### src/sv/csc_pkg.sv
package csc_pkg;

    // The radius field has a fixed width, independent of the coordinate width.
    localparam int RADIUS_WIDTH = 15;
    localparam int RR_WIDTH     = 2 * RADIUS_WIDTH;

    // Load enables for the two register ranks of a split multiplier.
    typedef struct packed {
        logic pp;
        logic sum;
    } mul_en_t;

endpackage

### src/sv/csc_split_mul.sv
module csc_split_mul #(
    parameter int AW = 34,
    parameter int BW = 34
) (
    input  logic                 clk,
    input  csc_pkg::mul_en_t     en,
    input  logic [AW-1:0]        a,
    input  logic [BW-1:0]        b,
    output logic [AW+BW-1:0]     p
);
    import csc_pkg::*;

    localparam int AL = (AW + 1) / 2;
    localparam int AH = AW - AL;
    localparam int BL = (BW + 1) / 2;
    localparam int BH = BW - BL;
    localparam int PW = AW + BW;

    logic [AL+BL-1:0] ll_reg;
    logic [AL+BH-1:0] lh_reg;
    logic [AH+BL-1:0] hl_reg;
    logic [AH+BH-1:0] hh_reg;
    logic [PW-1:0]    p_reg;
    logic [PW-1:0]    p_next;

    // First rank: four half-width partial products.
    always_ff @(posedge clk)
    begin
        if (en.pp)
        begin
            ll_reg <= a[AL-1:0]  * b[BL-1:0];
            lh_reg <= a[AL-1:0]  * b[BW-1:BL];
            hl_reg <= a[AW-1:AL] * b[BL-1:0];
            hh_reg <= a[AW-1:AL] * b[BW-1:BL];
        end
    end

    // Second rank: shift the partial products into place and add them.
    always_comb
    begin
        p_next = (PW'(hh_reg) << (AL + BL))
               + (PW'(lh_reg) << BL)
               + (PW'(hl_reg) << AL)
               + PW'(ll_reg);
    end

    always_ff @(posedge clk)
    begin
        if (en.sum)
        begin
            p_reg <= p_next;
        end
    end

    assign p = p_reg;

endmodule

### config.mk
export PLATFORM = sky130hd
export DESIGN_NAME = csc_split_mul
export DESIGN_NICKNAME = d
export VERILOG_FILES = /design/src/sv/csc_pkg.sv /design/src/sv/csc_split_mul.sv
export SDC_FILE = /design/constraint.sdc
export NUM_CORES = 2
export LEC_CHECK = 0
export ABC_AREA = 0
export BUFFER_PORTS_ARGS = -buffer_cell sky130_fd_sc_hd__buf_2
export CORE_MARGIN = 2
export CORE_UTILIZATION = 66
export DETAILED_ROUTE_END_ITERATION = 12
export GPL_ROUTABILITY_DRIVEN = 0
export PLACE_DENSITY = 0.94
export SLEW_MARGIN = 15
export SYNTH_ARGS = -nofsm -noshare
export SYNTH_HDL_FRONTEND = slang
export SYNTH_SLANG_ARGS = --single-unit
### constraint.sdc
create_clock -name clk -period 9.4 [get_ports clk]
set_clock_uncertainty 0.15 [all_clocks]
set_input_delay 1.88 -clock clk [delete_from_list [all_inputs] [get_ports clk]]
set_output_delay 1.88 -clock clk [all_outputs]
set_load 0.02 [all_outputs]
## Word-level counts from Yosys, hierarchy flattened

Cells that the tools add are included.

| operators by class | value |
|---|---|
| add/subtract/negate cells | 3 |
| $mul | 4 |

Operators with widths:

| kind | count |
|---|---|
| adder 68 x 51 -> 68 bit | 2 |
| multiplier 17 x 17 -> 34 bit | 4 |
| adder 68 x 34 -> 68 bit | 1 |

| word-level totals | value |
|---|---|
| logic and storage cells | 12 |
| output and inout port bits | 68 |
| bits of input ports | 71 |
| register bits | 204 |

## Logic depth before layout (Yosys ltp)

| depth | value |
|---|---|
| word-level depth | 3 |
| gate-level depth with buffers | 26 |
| mapped depth without buffers | 24 |

## Worst setup path before layout

No wires, ideal clock.

| timing | value |
|---|---|
| path kind | input-to-reg |
| start point | in b[27] |
| end point | reg lh_reg[28], data pin |
| arrival time | 7.697 ns |
| stages on the path | 25 |
| buffers on the path | 2 |
| data required time | 8.990 ns |
| path slack | 1.294 ns |
| setup time | 0.260 ns |
| cells stage by stage | clkbuf_1 -> clkbuf_1 -> nand2_1 -> fa_1 -> inv_1 -> fa_1 -> inv_1 -> fa_1 -> inv_1 -> fa_1 -> fa_1 -> inv_1 -> fa_1 -> inv_1 -> ha_1 -> and3_1 -> a31oi_1 -> o21ai_1 -> a211oi_1 -> a21oi_1 -> and4_1 -> o41ai_2 -> o21bai_1 -> a21oi_1 -> xnor2_1 |

| on the way | value |
|---|---|
| longest elaborated chain between the ends | 1 |

Ends and longest elaborated chain:

| what | RTL line | text |
|---|---|---|
| from (decl) | csc_split_mul.sv:8 | `input logic [BW-1:0] b,` |
| multiplier 17 x 17 -> 34 bit | csc_split_mul.sv:32 | `lh_reg <= a[AL-1:0] * b[BW-1:BL];` |
| to (signal assigned) | csc_split_mul.sv:32 |  |
| to (decl) | csc_split_mul.sv:20 | `logic [AL+BH-1:0] lh_reg;` |

Every way passes these cells.
A chain may end at the register's enable or synchronous reset.

## Final worst setup path

| timing | value |
|---|---|
| start point | in a[8] |
| end point | reg ll_reg[30], data pin |

| on the way | value |
|---|---|
| longest elaborated chain between the ends | 1 |

Ends and longest elaborated chain:

| what | RTL line | text |
|---|---|---|
| from (decl) | csc_split_mul.sv:7 | `input logic [AW-1:0] a,` |
| multiplier 17 x 17 -> 34 bit | csc_split_mul.sv:31 | `ll_reg <= a[AL-1:0] * b[BL-1:0];` |
| to (signal assigned) | csc_split_mul.sv:31 |  |
| to (decl) | csc_split_mul.sv:19 | `logic [AL+BL-1:0] ll_reg;` |

Every way passes these cells.

==> flow_summary_export.csv <==
group,metric,value,unit
run_status,status,"complete, no violations",
synthesis,syn_area,46600,µm²
timing,maxSlewHeadroom,23.9,%
grt,grt_pass1_wl,210000,µm
drt,wirelength,131000,µm
drt,num_vias,36200,
setup_path,critPathMaxStageDelay,0.64,ns
timing,finalCriticalPeriod,8.41,ns
cts,clock-sinks,204,
floorplan,pin_count,139,
cts,cts_root_buffer,"clkbuf_16",
timing,drv_slew,0,
timing,hold_ws,0.268,ns
floorplan,die_w,270,µm
cts,cts_tree,"built",
setup_path,r2r_start,"ll_reg[18]",
setup_path,crit_required,9.59,ns
cts,cts-hold-fix-buffers,0,
synthesis,async_flop_share,0,%
drt,drtIter0Drc,3947,
setup_path,reg2reg_depth,14,
floorplan,row_count,97,
placed_design,numPortBuffers,138,
drt,viasPerCell,6.12,
cts,clkLatencyLatePin,0.59,ns
timing,setup_viol,0,
finish,area_growth,5.43,%
synthesis,yosysTopAreaCell,"fa_1",
drt,ant_nets,0,
setup_path,crit_slowest_cell,"buf_2",
cts,post_cts_buffers,0,
setup_path,worstSetupPathType,"in -> reg",
timing,hold_viol,0,
setup_path,start_kind,"input port",
finish,finalNetCount,6414,
setup_path,rrSetupSlack,4.79,ns
synthesis,syn-mean-instance-area,9.46,µm²
hold_path,hold_path.class,"reg -> reg",
cts,clkTransAtPathRegs,0.06,ns
finish,drive_above_1_share,5.34,%
grt,grt_pass1_vias,40500,
synthesis,synth-edff-count,204,
setup_path,cp_top_family,"adder cells",
hold_path,holdPathEnd,"p[5]",
setup_path,critPathBufInv,4,
setup_path,worstPathArrival,8.60,ns
grt,grt_overflow,0,
timing,rsz0062_at_grt,"no",
synthesis,synthTopCellsByArea,"fa_1, edfxtp_1, ha_1, inv_1, and2_1",
setup_path,cp_num_cells,21,
setup_path,cp_cell_sequence,"buf_2, nand2_1, fa_1, inv_1, fa_1, fa_1, fa_1, fa_1, inv_1, fa_1, inv_1, ha_1, and3_1, a221o_1, a31oi_4, o21ai_1, a21o_1, a311o_2, a221o_1, a21oi_2, xnor2_1",
cts,clk_path_buf_depth,3,
timing,min_period_over_period,89.5,%
drt,first_pass_iters,6,
placed_design,dp_hpwl,99500,µm
setup_path,end_kind,"flip-flop",
cts,cts_buffers,26,
job,maxCapViolCount,0,
timing,final.setup.tns,0,ns
synthesis,syn-num-nets,6395,
setup_path,cpMostUsedCell,"fa_1",
cts,htreeDepth,1,
floorplan,die_h,270,µm
setup_path,r2r_end,"p[64]",
synthesis,synth_cell_type_count,66,
setup_path,crit_path_max_fanout,34,
finish,stdcell_area,49200,µm²
drt,wl_per_cell,22.1,µm
hold_path,hp-start,"ll_reg[5]",
grt,grt_use_total,37.0,%
grt,grt_max_degree,76,
synthesis,ys_ff_latch,204,
hold_path,hold-path-cell-count,0,
synthesis,ys.flop_type,"edfxtp_1",
timing,timing.fmax,119,MHz
drt,drc,0,
synthesis,synth_commonest_cells,"inv_1, fa_1, nand2_1",
finish,largest_reg_flops,68,
grt,antenna_found_initial,15,
floorplan,start_util,66.6,%
setup_path,crit_start,"a[8]",
timing,worst_slew_pin_slew,1.13,ns
synthesis,synth_top_area_share,40.0,%
cts,cts_resized,0,
synthesis,synth_warnings,0,
floorplan,coreArea,70000,µm²
placed_design,place_area,48300,µm²
synthesis,syn_inst,4927,
synthesis,synth-seq-area-share,13.1,%
synthesis,synth_most_common_cell,"inv_1",
floorplan,design.die.area,72800,µm²
==> cell usage in the layout (no fill, tap or decap), types with 5 or more instances in the layout <==
master	count
xor2_1	57
or3_1	7
nand3_1	26
and3_1	17
edfxtp_1	204
o31ai_1	5
a21oi_1	126
nand2b_1	16
xnor2_1	108
o21a_1	12
diode_2	10
a31oi_1	13
nand4_1	16
and4_1	5
inv_1	1118
o211ai_1	5
nand2_1	704
a21o_1	84
fa_1	931
nor2b_1	17
o31a_1	6
o21ai_1	39
buf_4	72
nor2_1	55
clkbuf_16	27
a211oi_1	15
ha_1	466
o21bai_1	18
buf_2	136
o21ai_0	30
nor3_1	24
and2_1	520
==> area by class of cell <==
cell class	instances	area, µm²
Fill cell	4438	20900
Inverter	1118	4200
Multi-Input combinational cell	3384	35500
Clock inverter	17	180
Timing Repair Buffer	212	1290
Sequential cell	204	6130
Antenna cell	10	25.0
Tap cell	940	1180
Clock buffer	31	691
==> worst reg2reg max path: cells and delay by family (launching register included) <==
| family | cells | cell delay [ns] |
|---|---|---|
| buf+inv | 1 | 0.07 |
| compound gates | 4 | 1.24 |
| simple gates | 5 | 1.21 |
| xor+xnor | 1 | 0.10 |
| flops | 1 | 0.40 |
| fa+ha+maj | 3 | 1.19 |
==> logic make-up (layout without fill, tap and decap cells) <==
kind of cell / count (synthesis) / after routing / share of synthesized area [%]
adder cells (fa/ha/maj): 1397 / 1397 / 52.5
AO/OA/AOI/OAI: 400 / 400 / 5.57
flip-flops: 204 / 204 / 13.1
other: 0 / 10 / 0
AND/OR/NAND/NOR: 1422 / 1422 / 14.9
buffers and inverters: 1339 / 1378 / 10.8
XOR/XNOR: 165 / 165 / 3.10
==> through the flow <==
stage               worst slack, ns  cells  utilization [%]
CTS                            1.15   5906             70.2
global placement              0.799   5858             68.9
finish                        0.985   5916             70.2
floorplan                      1.29   4927                -
global route                  0.813   5909             70.2
detailed placement            0.578   5858             68.9
==> how the worst max path moves through the flow <==
stage	slack, ns	to
global placement	0.80	lh_reg[28]
finish	0.99	ll_reg[30]
global route	0.81	lh_reg[28]
floorplan	1.29	lh_reg[28]
CTS	1.15	ll_reg[30]
detailed placement	0.58	ll_reg[30]
==> routing by layer <==
metal | part of all wire (%) | track usage, %
met1 | 31 | 41.7
met2 | 46 | 58.5
met3 | 13 | 12.0
met4 | 9.4 | 28.6
met5 | 0.050 | 0.329
Power is not shown: default switching activity piles up to over one toggle a cycle in this logic, so the estimate is an artifact.
